`src/design/ppc_pkg.sv`:
```
package ppc_pkg;

	// Block size
	localparam int CHANNELS   = 8;
	localparam int PHASE_BITS = 24;
	localparam int CH_W       = (CHANNELS > 1) ? $clog2(CHANNELS) : 1;
	localparam int CNT_W      = $clog2(CHANNELS + 1);

	// Field widths
	localparam int TEMPO_W  = 16;
	localparam int LEVEL_W  = 15;
	localparam int STEP_W   = 24;
	localparam int PLEN_W   = 16;
	localparam int SEED_W   = 32;
	localparam int OUT_W    = 8;
	localparam int ADDR_W   = 4;
	localparam int DATA_W   = 32;

	// Increment arithmetic: x = (step * tempo) >> 12, inc = x / period
	localparam int SCALED_W = STEP_W + TEMPO_W;
	localparam int X_W      = SCALED_W - 12;
	localparam int RECIP_W  = 32;
	localparam int PROD_W   = X_W + RECIP_W;
	localparam int PER_W    = 4;
	localparam int SUM_W    = ((PHASE_BITS > X_W) ? PHASE_BITS : X_W) + 1;
	localparam int NUM_W    = 35;

	// Register map, index = paddr[3:2]
	localparam logic [1:0] REG_PHASE_STEP   = 2'd0;
	localparam logic [1:0] REG_PULSE_LENGTH = 2'd1;
	localparam logic [1:0] REG_RANDOM       = 2'd2;
	localparam logic [1:0] REG_LFSR_SEED    = 2'd3;

	localparam logic [STEP_W-1:0] RST_PHASE_STEP   = STEP_W'(350);
	localparam logic [PLEN_W-1:0] RST_PULSE_LENGTH = PLEN_W'(48);
	localparam logic [SEED_W-1:0] RST_LFSR_SEED    = SEED_W'(1);

	localparam logic [SEED_W-1:0] LFSR_TAPS = 32'h8020_0003;

	// Schmitt thresholds in millivolts
	localparam logic signed [LEVEL_W-1:0] TRIG_HIGH_MV = LEVEL_W'(1000);
	localparam logic signed [LEVEL_W-1:0] TRIG_LOW_MV  = LEVEL_W'(0);

	// floor((2^32-1)/p), p = 1..9; estimate is floor or floor-1 for x < 2^29
	localparam logic [RECIP_W-1:0] RECIP_TBL [1:9] = '{
		32'hFFFF_FFFF / 1, 32'hFFFF_FFFF / 2, 32'hFFFF_FFFF / 3,
		32'hFFFF_FFFF / 4, 32'hFFFF_FFFF / 5, 32'hFFFF_FFFF / 6,
		32'hFFFF_FFFF / 7, 32'hFFFF_FFFF / 8, 32'hFFFF_FFFF / 9
	};

	typedef enum logic [2:0] {
		ST_IDLE,
		ST_SCALE,
		ST_RUN,
		ST_RSTP,
		ST_FIN
	} state_t;

	typedef struct packed {
		logic [STEP_W-1:0] phase_step;
		logic [PLEN_W-1:0] pulse_length;
		logic              random_offsets;
		logic              seed_wr;
		logic [SEED_W-1:0] seed_data;
	} cfg_t;

	typedef struct packed {
		logic            capture;
		logic            scale;
		logic            issue;
		logic            rst_step;
		logic            load_out;
		logic [CH_W-1:0] ch;
	} cmd_t;

	typedef struct packed {
		logic fire;
		logic out_free;
	} sts_t;

	// Channel period 9 - i, period 1 past index 8
	function automatic logic [PER_W-1:0] period_of(input logic [CH_W-1:0] ch);
		logic [PER_W-1:0] p;
		if (32'(ch) < 9) begin
			p = PER_W'(9 - 32'(ch));
		end else begin
			p = PER_W'(1);
		end
		return p;
	endfunction

	function automatic logic [RECIP_W-1:0] recip_of(input logic [CH_W-1:0] ch);
		return RECIP_TBL[period_of(ch)];
	endfunction

	// Galois step, right shift; zero state treated as one
	function automatic logic [SEED_W-1:0] lfsr_step(input logic [SEED_W-1:0] cur);
		logic [SEED_W-1:0] v;
		logic              bit_out;
		v       = (cur == '0) ? SEED_W'(1) : cur;
		bit_out = v[0];
		v       = v >> 1;
		if (bit_out) begin
			v = v ^ LFSR_TAPS;
		end
		return v;
	endfunction

	// Low channels into the 8-bit result fields
	function automatic logic [OUT_W-1:0] to_out(input logic [CHANNELS-1:0] v);
		logic [OUT_W-1:0] r;
		r = '0;
		for (int i = 0; i < OUT_W; i++) begin
			if (i < CHANNELS) begin
				r[i] = v[i];
			end
		end
		return r;
	endfunction

endpackage

```
`src/design/ppc_ctrl.sv`:
```
module ppc_ctrl
	import ppc_pkg::*;
(
	input  logic clk,
	input  logic arst_n,
	input  logic in_valid,
	output logic in_ready,
	input  sts_t sts,
	output cmd_t cmd
);

	state_t           state_q, state_d;
	logic [CNT_W-1:0] cnt_q, cnt_d;

	localparam logic [CNT_W-1:0] LAST_CH = CNT_W'(CHANNELS - 1);
	localparam logic [CNT_W-1:0] RUN_END = CNT_W'(CHANNELS);

	always_ff @(posedge clk or negedge arst_n) begin
		if (!arst_n) begin
			state_q <= ST_IDLE;
			cnt_q   <= '0;
		end else begin
			state_q <= state_d;
			cnt_q   <= cnt_d;
		end
	end

	// Next state
	always_comb begin
		state_d = state_q;
		cnt_d   = cnt_q;
		case (state_q)
			ST_IDLE: begin
				if (in_valid) begin
					state_d = ST_SCALE;
				end
			end
			ST_SCALE: begin
				state_d = ST_RUN;
				cnt_d   = '0;
			end
			ST_RUN: begin
				// the count past the last channel drains the last channel update
				if (cnt_q == RUN_END) begin
					cnt_d   = '0;
					state_d = sts.fire ? ST_RSTP : ST_FIN;
				end else begin
					cnt_d = cnt_q + 1'b1;
				end
			end
			ST_RSTP: begin
				if (cnt_q == LAST_CH) begin
					cnt_d   = '0;
					state_d = ST_FIN;
				end else begin
					cnt_d = cnt_q + 1'b1;
				end
			end
			ST_FIN: begin
				if (sts.out_free) begin
					state_d = ST_IDLE;
				end
			end
			default: state_d = ST_IDLE;
		endcase
	end

	// Commands
	always_comb begin
		in_ready     = 1'b0;
		cmd.capture  = 1'b0;
		cmd.scale    = 1'b0;
		cmd.issue    = 1'b0;
		cmd.rst_step = 1'b0;
		cmd.load_out = 1'b0;
		cmd.ch       = cnt_q[CH_W-1:0];
		case (state_q)
			ST_IDLE: begin
				in_ready    = 1'b1;
				cmd.capture = in_valid;
			end
			ST_SCALE: cmd.scale    = 1'b1;
			ST_RUN:   cmd.issue    = (cnt_q != RUN_END);
			ST_RSTP:  cmd.rst_step = 1'b1;
			ST_FIN:   cmd.load_out = sts.out_free;
			default: ;
		endcase
	end

endmodule

```
`config.mk`:
```
export PLATFORM = sky130hd
export DESIGN_NAME = ppc_ctrl
export DESIGN_NICKNAME = d
export VERILOG_FILES = /design/src/design/ppc_pkg.sv /design/src/design/ppc_ctrl.sv
export SDC_FILE = /design/constraint.sdc
export NUM_CORES = 1
export LEC_CHECK = 0
export BUFFER_PORTS_ARGS = -buffer_cell sky130_fd_sc_hd__buf_2
export CORE_AREA = 2 2 39 41
export CTS_CLUSTER_SIZE = 8
export DETAILED_ROUTE_END_ITERATION = 6
export DIE_AREA = 0 0 41 43
export GPL_TIMING_DRIVEN = 1
export MAX_ROUTING_LAYER = met4
export PLACE_DENSITY = 0.75
export SYNTH_ARGS = -nofsm -noshare
export SYNTH_HDL_FRONTEND = slang
export SYNTH_SLANG_ARGS = --single-unit
```
`constraint.sdc`:
```
create_clock -name clk -period 1.57 [get_ports clk]
set_clock_uncertainty 0.05 [all_clocks]
set_input_delay 0 -clock clk [delete_from_list [all_inputs] [get_ports clk]]
set_output_delay 0 -clock clk [all_outputs]
set_load 0.03 [all_outputs]
```
==> impl_metrics.json <==
{
  "ys_seq_area_share_pct": 33.33,
  "drtIter0Drc": 4,
  "mostFrequentLayoutCells": "12 x buf_2, 7 x dfrtp_1, 5 x o21ai_0",
  "num_rows": 14,
  "setup_tns_ns": 0,
  "antenna_left": 0,
  "fmax_mhz": 691.6,
  "nets": 78,
  "final.min_clock_period_ns": 1.446,
  "gp_congestion": 0.7512,
  "syn_inst": 54,
  "root_buffer": "clkbuf_4",
  "firstDrtPassIters": 4,
  "rsz0062_at_grt": "false",
  "setup_viol": 0,
  "io_pins": 14,
  "core_um2": 1384,
  "hold_path.class": "in -> async",
  "relSlewSlack_pct": 82.26,
  "n_antenna_cell": 0,
  "leakage_nw": 0.3376,
  "power_density_nw_per_um2": 2162,
  "dpl_cell_area_um2": 591.8,
  "syn-num-nets": 61,
  "endpoint_kind": "primary output",
  "detail_route.vias_per_cell": 5.198,
  "synthFlopType": "dfrtp_1",
  "hold_violations": 0,
  "ys_types": 27,
  "cts_tree": "yes",
  "synth-async-reset-ratio_pct": 100.0,
  "maxCapViolations": 0,
  "grt_use_total_pct": 16.03,
  "area_growth_pct": 22.38,
  "crit_path_start_kind": "flip-flop",
  "place_hpwl_um": 817,
  "post-cts-setup-buffers": 0,
  "final_common_cell": "buf_2",
  "syn-cell-area_um2": 525.5,
  "wirelength_mm": 1.075,
  "yosys_warnings": 0,
  "path_delay_family": "flip-flops",
  "grt_overflow_total": 0,
  "dieArea_um2": 1763,
  "ys_ff_latch": 7,
  "cp.buffers_inverters": 2,
  "grt_pass1_wl_mm": 1.766,
  "ctsHtreeMaxLevel": 1,
  "start_util_pct": 37.97,
  "synth_edf_count": 0,
  "route.vias.total": 447,
  "slew_viol_final": 0,
  "wl_per_cell_um": 12.50,
  "fp.dieW_um": 41,
  "die_h_um": 43,
  "worstSetupPathType": "reg -> out",
  "finalCritPeriodShare_pct": 92.09,
  "max-vdd-ir-drop_mv": 0.6418,
  "path_clk_slew_ns": 0.05,
  "clock_sinks": 7,
  "drc_errors": 0,
  "io_buffers": 13,
  "cp.arrival_ns": 1.40,
  "drive_gt1_share_pct": 35.71,
  "grt_antenna_before_repair": 0,
  "max_stage_delay_ns": 0.41,
  "crit_fanout": 4,
  "clockBufferDepth": 2,
  "clk_latency_ns": 0.24,
  "cts_buffers": 3,
  "stdcell_area_um2": 643.1,
  "path_cells": "inv_2 -> ha_1 -> nand3b_1 -> and3_1 -> clkbuf_4",
  "slowest_stage": "dfrtp_1",
  "pre_cts_ws_ns": 0.1752,
  "status": "complete, no violations",
  "final.setup.worst_slack_ns": 0.1241,
  "synth_area_per_cell_um2": 9.732,
  "fin_hold_ws_ns": 0.06624,
  "grt_pass1_vias": 430,
  "worstMarginPinSlew_ns": 0.2661,
  "required_ns": 1.52,
  "power_w": 0.001390,
  "grt_max_degree": 9
}
## metal layers
metal	global-route usage [%]	up-vias	wire length, um
met5	-	-	0
met4	12.00	0	26
met3	4.712	2	47
met2	24.69	11	534
met1	16.01	207	467
li1	-	227	-
## per-stage QoR
| stage | instances | utilization (%) |
|---|---|---|
| 2_1_floorplan | 54 | - |
| 3_3_place_gp | 80 | 42.77 |
| 3_5_place_dp | 80 | 42.77 |
| 4_1_cts | 86 | 46.11 |
| 5_1_grt | 86 | 46.47 |
| 6_report | 86 | 46.47 |
## Yosys cell counts, drive strengths merged, types with 2 or more instances
library cell / instances / area share, %
ha: 2 / 4.8
nand3: 3 / 2.9
nor2: 3 / 2.1
dfrtp: 7 / 33
a32oi: 2 / 3.3
o21ai: 5 / 4.8
inv: 5 / 3.6
and3: 3 / 3.6
nand3b: 2 / 5.2
mux2i: 3 / 5.7
buf: 6 / 8.8
## flip-flops by register name, summed over array words and instances (netlist names)
name and cells:
cnt_q 4, state_q 3
## timing repair
action	in CTS	in global routing
resized for setup	0	3
endpoints found under the hold margin	8	0
hold buffers	2	0
endpoints found under the setup margin	0	2
## report_power, final
part | internal [W] | total [W] | switching [W] | leakage [nW]
logic | 0.000341 | 0.000846 | 0.000505 | 0.234
registers | 0.000264 | 0.000388 | 0.000124 | 0.0882
clock network | 0.0000965 | 0.000156 | 0.0000595 | 0.0150
total | 0.000701 | 0.00139 | 0.000689 | 0.338
## worst paths after layout
check                      startpoint          to  slack, ns  cells past startpoint
max                          cnt_q[0]      cmd[5]       0.12                      5
min                            arst_n    cnt_q[3]       0.07                      2
max reg2reg                  cnt_q[0]  state_q[2]       0.17                      4
min reg2reg                  cnt_q[0]    cnt_q[0]       0.55                      2
max in group asynchronous      arst_n  state_q[2]       1.24                      2
min in group clk               sts[1]  state_q[0]       0.11                      3
## layout make-up
| cell class | instances | area, um2 |
|---|---|---|
| well taps | 16 | 20.02 |
| repair buffers | 18 | 110.1 |
| inverters | 5 | 18.77 |
| multi-input cells | 36 | 292.8 |
| flip-flops and latches | 7 | 175.2 |
| clock buffers | 4 | 26.28 |
| fillers | 131 | 740.7 |
## logic make-up after synthesis
group                    count (synthesis)  synth area share (%)
multiplexers                             3                 5.715
AND/OR/NAND/NOR                         19                 23.57
adder cells (fa/ha/maj)                  2                 4.761
AO/OA/AOI/OAI                           11                 18.57
XOR/XNOR                                 1                 1.667
flip-flops                               7                 33.33
buffers and inverters                   11                 12.38
Note: power is estimated with default switching activity, not from simulation.
