==> src/design/ppc_pkg.sv <==
package ppc_pkg;

	// Block size
	localparam int CHANNELS   = 8;
	localparam int PHASE_BITS = 24;
	localparam int CH_W       = (CHANNELS > 1) ? $clog2(CHANNELS) : 1;
	localparam int CNT_W      = $clog2(CHANNELS + 1);

	// Field widths
	localparam int TEMPO_W  = 16;
	localparam int LEVEL_W  = 15;
	localparam int STEP_W   = 24;
	localparam int PLEN_W   = 16;
	localparam int SEED_W   = 32;
	localparam int OUT_W    = 8;
	localparam int ADDR_W   = 4;
	localparam int DATA_W   = 32;

	// Increment arithmetic: x = (step * tempo) >> 12, inc = x / period
	localparam int SCALED_W = STEP_W + TEMPO_W;
	localparam int X_W      = SCALED_W - 12;
	localparam int RECIP_W  = 32;
	localparam int PROD_W   = X_W + RECIP_W;
	localparam int PER_W    = 4;
	localparam int SUM_W    = ((PHASE_BITS > X_W) ? PHASE_BITS : X_W) + 1;
	localparam int NUM_W    = 35;

	// Register map, index = paddr[3:2]
	localparam logic [1:0] REG_PHASE_STEP   = 2'd0;
	localparam logic [1:0] REG_PULSE_LENGTH = 2'd1;
	localparam logic [1:0] REG_RANDOM       = 2'd2;
	localparam logic [1:0] REG_LFSR_SEED    = 2'd3;

	localparam logic [STEP_W-1:0] RST_PHASE_STEP   = STEP_W'(350);
	localparam logic [PLEN_W-1:0] RST_PULSE_LENGTH = PLEN_W'(48);
	localparam logic [SEED_W-1:0] RST_LFSR_SEED    = SEED_W'(1);

	localparam logic [SEED_W-1:0] LFSR_TAPS = 32'h8020_0003;

	// Schmitt thresholds in millivolts
	localparam logic signed [LEVEL_W-1:0] TRIG_HIGH_MV = LEVEL_W'(1000);
	localparam logic signed [LEVEL_W-1:0] TRIG_LOW_MV  = LEVEL_W'(0);

	// floor((2^32-1)/p), p = 1..9; estimate is floor or floor-1 for x < 2^29
	localparam logic [RECIP_W-1:0] RECIP_TBL [1:9] = '{
		32'hFFFF_FFFF / 1, 32'hFFFF_FFFF / 2, 32'hFFFF_FFFF / 3,
		32'hFFFF_FFFF / 4, 32'hFFFF_FFFF / 5, 32'hFFFF_FFFF / 6,
		32'hFFFF_FFFF / 7, 32'hFFFF_FFFF / 8, 32'hFFFF_FFFF / 9
	};

	typedef enum logic [2:0] {
		ST_IDLE,
		ST_SCALE,
		ST_RUN,
		ST_RSTP,
		ST_FIN
	} state_t;

	typedef struct packed {
		logic [STEP_W-1:0] phase_step;
		logic [PLEN_W-1:0] pulse_length;
		logic              random_offsets;
		logic              seed_wr;
		logic [SEED_W-1:0] seed_data;
	} cfg_t;

	typedef struct packed {
		logic            capture;
		logic            scale;
		logic            issue;
		logic            rst_step;
		logic            load_out;
		logic [CH_W-1:0] ch;
	} cmd_t;

	typedef struct packed {
		logic fire;
		logic out_free;
	} sts_t;

	// Channel period 9 - i, period 1 past index 8
	function automatic logic [PER_W-1:0] period_of(input logic [CH_W-1:0] ch);
		logic [PER_W-1:0] p;
		if (32'(ch) < 9) begin
			p = PER_W'(9 - 32'(ch));
		end else begin
			p = PER_W'(1);
		end
		return p;
	endfunction

	function automatic logic [RECIP_W-1:0] recip_of(input logic [CH_W-1:0] ch);
		return RECIP_TBL[period_of(ch)];
	endfunction

	// Galois step, right shift; zero state treated as one
	function automatic logic [SEED_W-1:0] lfsr_step(input logic [SEED_W-1:0] cur);
		logic [SEED_W-1:0] v;
		logic              bit_out;
		v       = (cur == '0) ? SEED_W'(1) : cur;
		bit_out = v[0];
		v       = v >> 1;
		if (bit_out) begin
			v = v ^ LFSR_TAPS;
		end
		return v;
	endfunction

	// Low channels into the 8-bit result fields
	function automatic logic [OUT_W-1:0] to_out(input logic [CHANNELS-1:0] v);
		logic [OUT_W-1:0] r;
		r = '0;
		for (int i = 0; i < OUT_W; i++) begin
			if (i < CHANNELS) begin
				r[i] = v[i];
			end
		end
		return r;
	endfunction

endpackage

==> src/design/ppc_regs.sv <==
module ppc_regs
	import ppc_pkg::*;
(
	input  logic              clk,
	input  logic              arst_n,
	input  logic              psel,
	input  logic              penable,
	input  logic              pwrite,
	input  logic [ADDR_W-1:0] paddr,
	input  logic [DATA_W-1:0] pwdata,
	output logic [DATA_W-1:0] prdata,
	output logic              pready,
	output cfg_t              cfg
);

	logic [STEP_W-1:0] phase_step_q;
	logic [PLEN_W-1:0] pulse_length_q;
	logic              random_q;
	logic [SEED_W-1:0] seed_q;
	logic              wr_en;
	logic [1:0]        reg_idx;

	assign pready  = 1'b1;
	assign reg_idx = paddr[3:2];
	assign wr_en   = psel & penable & pwrite & pready;

	// Register writes
	always_ff @(posedge clk or negedge arst_n) begin
		if (!arst_n) begin
			phase_step_q   <= RST_PHASE_STEP;
			pulse_length_q <= RST_PULSE_LENGTH;
			random_q       <= 1'b0;
			seed_q         <= RST_LFSR_SEED;
		end else if (wr_en) begin
			case (reg_idx)
				REG_PHASE_STEP:   phase_step_q   <= pwdata[STEP_W-1:0];
				REG_PULSE_LENGTH: pulse_length_q <= pwdata[PLEN_W-1:0];
				REG_RANDOM:       random_q       <= pwdata[0];
				REG_LFSR_SEED:    seed_q         <= pwdata[SEED_W-1:0];
				default: ;
			endcase
		end
	end

	// Read mux
	always_comb begin
		case (reg_idx)
			REG_PHASE_STEP:   prdata = DATA_W'(phase_step_q);
			REG_PULSE_LENGTH: prdata = DATA_W'(pulse_length_q);
			REG_RANDOM:       prdata = DATA_W'(random_q);
			REG_LFSR_SEED:    prdata = DATA_W'(seed_q);
			default:          prdata = '0;
		endcase
	end

	// Seed write also reloads the generator
	always_comb begin
		cfg.phase_step     = phase_step_q;
		cfg.pulse_length   = pulse_length_q;
		cfg.random_offsets = random_q;
		cfg.seed_wr        = wr_en && (reg_idx == REG_LFSR_SEED);
		cfg.seed_data      = pwdata[SEED_W-1:0];
	end

endmodule

==> config.mk <==
export PLATFORM = sky130hd
export DESIGN_NAME = ppc_regs
export DESIGN_NICKNAME = d
export VERILOG_FILES = /design/src/design/ppc_pkg.sv /design/src/design/ppc_regs.sv
export SDC_FILE = /design/constraint.sdc
export NUM_CORES = 1
export LEC_CHECK = 0
export BUFFER_PORTS_ARGS = -buffer_cell sky130_fd_sc_hd__buf_2
export CELL_PAD_IN_SITES_DETAIL_PLACEMENT = 1
export CELL_PAD_IN_SITES_GLOBAL_PLACEMENT = 2
export CORE_MARGIN = 8
export CORE_UTILIZATION = 30
export DETAILED_ROUTE_END_ITERATION = 10
export PLACE_DENSITY_LB_ADDON = 0.1
export SLEW_MARGIN = 20
export SYNTH_ARGS = -nofsm -noshare
export SYNTH_HDL_FRONTEND = slang
export SYNTH_SLANG_ARGS = --single-unit
==> constraint.sdc <==
create_clock -name clk -period 1.5 [get_ports clk]
set_clock_uncertainty 0.05 [all_clocks]
set_input_delay 0.15 -clock clk [delete_from_list [all_inputs] [get_ports clk]]
set_output_delay 0.15 -clock clk [all_outputs]
set_load 0.01 [all_outputs]
==> results by group, run 1 <==
Clock network
  • Clk buf depth: 2
  • TritonCTS clock tree: built
  • H-tree depth: 3
  • Clk root buf: clkbuf_16
  • CTS Buf Count: 9
  • Clk pin slew, worst setup/hold paths: about 50 ps
  • CTS Sinks: 73
  • Clk Latency, worst-skew pair: about 320 ps

Drt
  • First drt pass iteration count: 4
  • Starting DRC count in detailed routing: 96
  • Drt wl/cell: 18.4 µm
  • Routed Wire Length: ~10 mm
  • Routed Antenna Nets: 0
  • Post-DR vias/cell: about 4.6
  • Vias: between 2000 and 2500
  • DRC viols: 0

Timing
  • Final hold vios: 0
  • Post-route setup slack: -22.5 ps
  • F_max: roughly 660 MHz
  • Post-route worst hold slack: between 15 and 20 ps
  • Unrepaired setup endpoints after global routing: true
  • Crit path time final: between 1500 and 2000 ps
  • Setup Viol. Count Final: 1
  • Tcrit/Tclk final: 102%
  • Final Slew Violations: 0

Global routing
  • First-pass GRT wire length: around 17 mm
  • Total congestion overflow: 0
  • Vias in the first global route: about 2900
  • Largest net degree at the start of global routing: 29
  • GRT Total Usage: between 10 and 15%
  • Initial antenna violation count: 2

Layout
  • Layout cells sized above 1: ~67%
  • P&R area growth vs syn: 32.5%
  • Final net count: about 440
  • Fill cells: roughly 1300
  • Final Non-Filler Cells: 546
  • Diode count: 0
  • Most common cell after layout, fill and taps aside: buf_2
  • Most frequent cells in the layout: buf_2, dfrtp_1, mux2_2

Setup path
  • Crit path capture type: primary output
  • Critical-path maximum fanout: 2
  • CP startpoint kind: register
  • CP Class: reg2out
  • Worst EP arrival: between 1000 and 1500 ps
  • WP data required: roughly 1300 ps

Placed design
  • # port buffers: 144
  • Dpl ws: approximately 43 ps
  • Routability cong.: around 0.69
  • Dpl hpwl: 7.59 mm
  • Cells after DPL: around 530

Logic synthesis
  • Top-area cell type share of the netlist area: between 40% and 50%
  • Avg Cell Area, Syn: between 10 and 15 µm²
  • Mapped Area: around 3500 µm²
  • Synth area leaders: dfrtp_1, mux2_2, buf_4, dfstp_2, mux2_4
  • Number of distinct library cells after synthesis: 23
  • Yosys top cell by area: dfrtp_1
  • Mapped Nets: roughly 310
  • Post-synthesis sequential area ratio: approximately 52%
  • Syn. warnings: 0
  • Flops & latches, synth: 73
  • Synth Instances: approximately 270

Status
  • Outcome: finished, violations left
  • Failing checks: setup timing

Worst hold path
  • Hold Crit Class: in2reg

Power
  • PwrDens: 1430 nW/µm²
  • Maximum VDD drop: 0.000984 V
  • Leak: between 2 and 2.5 nW

Floorplanning
  • # rows: 39
  • Die W: roughly 120 µm
  • Core Region: 11500 µm²
  • I/O pins: approximately 150
  • Die footprint: ~16000 µm²
  • Initial Util: 30.9%
  • Die Y-Extent: around 120 µm

Run
  • Max Cap Violations: 0
[area by class of cell]
class                   instances  area, µm²  area share [%]
multi-input cells             144       1360            28.9
repair buffers                170        992            21.2
well taps                     143        179            3.82
clock buffers                  14        264            5.63
clock inverters                 2       60.1            1.28
flip-flops and latches         73       1840            39.2
[critical path, stage by stage, from the launching register on]
cell,delay [ps]
dfrtp_1,390
mux4_2,470
buf_6,140
[registers in the layout, summed over array words and instances, names as in the netlist]
name / cells
pulse_length_q: 16
random_q: 1
seed_q: 32
phase_step_q: 24
[worst paths after layout]
| kind | depth (start not counted) | start | slack [ps] | to |
|---|---|---|---|---|
| worst max register to register | 2 | random_q$_DFFE_PN0P_ | 550 | random_q$_DFFE_PN0P_ |
| max in group asynchronous | 3 | arst_n | 620 | seed_q[0]$_DFFE_PN1P_ |
| worst min-delay path | 2 | pwdata[29] | 20 | seed_q[29]$_DFFE_PN0P_ |
| worst min register to register | 1 | seed_q[30]$_DFFE_PN0P_ | 450 | seed_q[30]$_DFFE_PN0P_ |
| worst max-delay path | 2 | random_q$_DFFE_PN0P_ | -20 | prdata[0] |
| min in group asynchronous | 2 | arst_n | 230 | seed_q[25]$_DFFE_PN0P_ |
[per-stage QoR]
step	power, W	TNS (ps)	util (%)	cell area (µm²)
3_5_place_dp	0.00443	0	37.7	4320
5_1_grt	0.00711	-94.0	40.9	4690
4_1_cts	0.00686	-44.4	40.8	4680
6_report	0.00672	-22.5	40.9	4690
3_3_place_gp	0.00438	0	37.7	4320
2_1_floorplan	0.00369	0	-	3540
[repair_timing]
item | in CTS | in global routing
hold endpoints to repair | 23 | 0
gates resized for setup | 1 | 9
setup buffers | 3 | 0
hold buffers | 1 | 0
endpoints found under the setup margin | 2 | 12
pin swaps | 0 | 0
[Yosys cell counts, drive strengths merged]
cell,n
mux2,73
dfrtp,64
buf,45
nand2,16
mux2i,15
o21ai,15
dfstp,9
a22o,8
and3,8
clkbuf,5
nor2,2
and2,1
conb,1
mux4,1
nand3,1
nor3,1
nor3b,1
or3b,1
[where the power goes]
| part | internal [W] | switching (W) |
|---|---|---|
| clock network | 0.00155 | 0.000779 |
| registers | 0.00247 | 0.000286 |
| logic | 0.000881 | 0.000751 |
| total | 0.00490 | 0.00182 |
[cells by family (layout without fill, tap and decap cells)]
logic type             Yosys count  count (layout)  share of synthesized area (%)
AO/OA/AOI/OAI                   23              23                           4.10
buffers and inverters           50             186                           10.1
flip-flops                      73              73                           51.9
multiplexers                    89              89                           29.2
other                            1               1                          0.106
AND/OR/NAND/NOR                 31              31                           4.60
[layer usage]
metal  routed length [µm]  vias to the layer above  GRT usage, %
li1                     -                     1169             -
met1                 4190                     1227          15.3
met2                 4910                       89          22.2
met3                  800                       10          6.26
met4                  141                        4          3.97
met5                   23                        -             0
Note: power is estimated with default switching activity, not from simulation.
==> run 2: changes to the inputs <==
CELL_PAD_IN_SITES_DETAIL_PLACEMENT = unset   (was 1)
CELL_PAD_IN_SITES_GLOBAL_PLACEMENT = unset   (was 2)
CORE_UTILIZATION = 40   (was 30)
PLACE_DENSITY = 0.69   (was unset)
PLACE_DENSITY_LB_ADDON = unset   (was 0.1)
==> run 2 against run 1 <==
  * The run still ends with setup timing left
  * Sequential share of layout area up 0.61 points
  * Non-clock buffer count up 8
  * Design area down 1.5%
  * Critical endpoint unchanged
  * Largest power group unchanged
==> results by group, run 2 (synthesis gave the netlist of run 1 again) <==
Layout
  • Layout cells sized above 1: 64.7% (-2.0 points)
  • Largest regs: seed_q x32, phase_step_q x24, pulse_length_q x16
  • Most flop-heavy register: seed_q
  • Max FFs per register: 32 (unchanged)
  • Final net count: 447 (+1.8%)
  • P&R area growth vs syn: 30.5%
  • Final instance area: 4620 µm² (-1.5%)
  • Most common cell after layout, fill and taps aside: buf_2
  • Most frequent cells in the layout: buf_2, dfrtp_1, mux2_2
  • Diode count: 0 (unchanged)
  • Final Non-Filler Cells: 519 (-4.9%)

Setup path
  • CP startpoint kind: register
  • Reg2reg start: pulse_length_q[0]$_DFFE_PN0P_
  • Max stage delay cell, worst path: mux4_2
  • Worst EP arrival: 1330 ps (about the same)
  • CP Class: reg2out
  • Slack of the worst reg-to-reg path: 450 ps (-100 ps)
  • Critical-path maximum fanout: 2 (unchanged)
  • Crit path capture type: primary output
  • WP data required: 1300 ps (about the same)
  • Crit path largest cell delay: 470 ps (about the same)
  • Crit path from: pulse_length_q[0]$_DFFE_PN0P_
  • Worst-path cell chain: mux4_2 > buf_6

Global routing
  • Vias in the first global route: 2672 (-9.4%)
  • Total congestion overflow: 0 (unchanged)
  • GRT Total Usage: 15.0% (+1.5 points)
  • Initial antenna violation count: 0 (-2)
  • Largest net degree at the start of global routing: 74 (+160%)
  • First-pass GRT wire length: 14.0 mm (-16%)

Placed design
  • Placed cell area: 4230 µm² (-2.1%)
  • # port buffers: 144 (unchanged)
  • Dpl ws: 84.5 ps (+41.7 ps)
  • Cells after DPL: 485 (-7.8%)
  • Dpl hpwl: 6.43 mm (-15%)
  • Routability cong.: 0.720 (+4.0%)

Floorplanning
  • Die Y-Extent: 110 µm (-12%)
  • # rows: 34 (-13%)
  • I/O pins: 148 (unchanged)
  • Core Region: 8640 µm² (-25%)
  • Initial Util: 41.0% (+10 points)
  • Die W: 110 µm (-12%)
  • Die footprint: 12100 µm² (-22%)

Drt
  • Post-DR vias/cell: 4.84 (+5.8%)
  • Starting DRC count in detailed routing: 49 (-49%)
  • First drt pass iteration count: 4 (unchanged)
  • Routed Antenna Nets: 0 (unchanged)
  • DRC viols: 0 (unchanged)
  • Drt wl/cell: 17.3 µm (-5.9%)
  • Routed Wire Length: 9.00 mm (-11%)
  • Vias: 2513 (+0.56%)

Clock network
  • CTS Buf Count: 9 (unchanged)
  • Clk root buf: clkbuf_8
  • Clk Latency, worst-skew pair: 330 ps (about the same)
  • CTS Sinks: 73 (unchanged)
  • H-tree depth: 3 (unchanged)
  • TritonCTS clock tree: built
  • Clk pin slew, worst setup/hold paths: 70 ps (+20 ps)
  • Clk buf depth: 2 (unchanged)

Timing
  • Final hold vios: 0 (unchanged)
  • Crit path time final: 1530 ps (+7.90 ps)
  • Setup Viol. Count Final: 1 (unchanged)
  • Unrepaired setup endpoints after global routing: true
  • Final Slew Violations: 0 (unchanged)
  • F_max: 653 MHz (-0.52%)
  • Post-route setup slack: -30.4 ps (-7.90 ps)
  • Setup TNS: -30.4 ps (-7.90 ps)
  • Tcrit/Tclk final: 102% (+0.53 points)

Worst hold path
  • Beginning of the worst hold path: pwdata[17]
  • Hold Crit Class: in2reg

Power
  • Leak: 2.36 nW (-0.83%)
  • Maximum VDD drop: 0.000631 V (-36%)
  • PwrDens: 1310 nW/µm² (-8.6%)

Run
  • Max Cap Violations: 0 (unchanged)

Status
  • Outcome: finished, violations left
  • Failing checks: setup timing
-- run 2: repair_timing --
| action | in CTS | in global routing |
|---|---|---|
| hold buffers | 10 | 3 |
| gates resized for setup | 0 | 9 |
| endpoints found under the hold margin | 74 | 3 |
| endpoints found under the setup margin | 1 | 8 |
| buffers inserted | 3 | 2 |
-- run 2: cell type report --
cell class / count / area (µm²)
Fill cell: 769 / 4020
Sequential cell: 73 / 1840
Multi-Input combinational cell: 144 / 1360
Timing Repair Buffer: 178 / 1080
Tap cell: 108 / 135
Clock buffer: 10 / 128
Clock inverter: 6 / 82.6
-- run 2: worst paths after layout --
check	depth (start not counted)	to
worst max register to register	3	pulse_length_q[0]$_DFFE_PN0P_
worst min-delay path	2	phase_step_q[17]$_DFFE_PN0P_
max in group asynchronous	3	phase_step_q[2]$_DFFE_PN1P_
worst max-delay path	2	prdata[0]
worst min register to register	1	seed_q[26]$_DFFE_PN0P_
min in group asynchronous	3	seed_q[27]$_DFFE_PN0P_
-- run 2: through the flow --
| step | total power, W | util (%) | hold WS (ps) |
|---|---|---|---|
| after floorplan | 0.00369 | - | -196 |
| after global placement | 0.00432 | 49.0 | 143 |
| after detailed placement | 0.00438 | 49.0 | 150 |
| after CTS | 0.00609 | 52.9 | 0.872 |
| after global routing | 0.00641 | 53.5 | 1.22 |
| final | 0.00605 | 53.5 | 23.2 |
-- run 2: where the power goes --
part	internal, W	leakage, nW	switching (W)	total (W)
Clock	0.000929	0.106	0.000716	0.00164
Sequential	0.00247	0.879	0.000280	0.00275
Combinational	0.000908	1.38	0.000748	0.00166
Total	0.00431	2.36	0.00174	0.00605
-- run 2: critical path: cells and delay by family (launching register included) --
kind / cells / cell delay [ps]
buffers and inverters: 1 / 140
flip-flops: 1 / 390
multiplexers: 1 / 470
-- run 2: routing by layer --
layer | vias up | GRT usage [%] | wire length, µm | share of wire (%)
met2 | 79 | 25.6 | 4420 | 49
met5 | - | 0 | 0 | 0
li1 | 1185 | - | - | -
met1 | 1236 | 17.3 | 3730 | 41
met4 | 0 | 5.79 | 131 | 1.5
met3 | 13 | 4.30 | 711 | 7.9
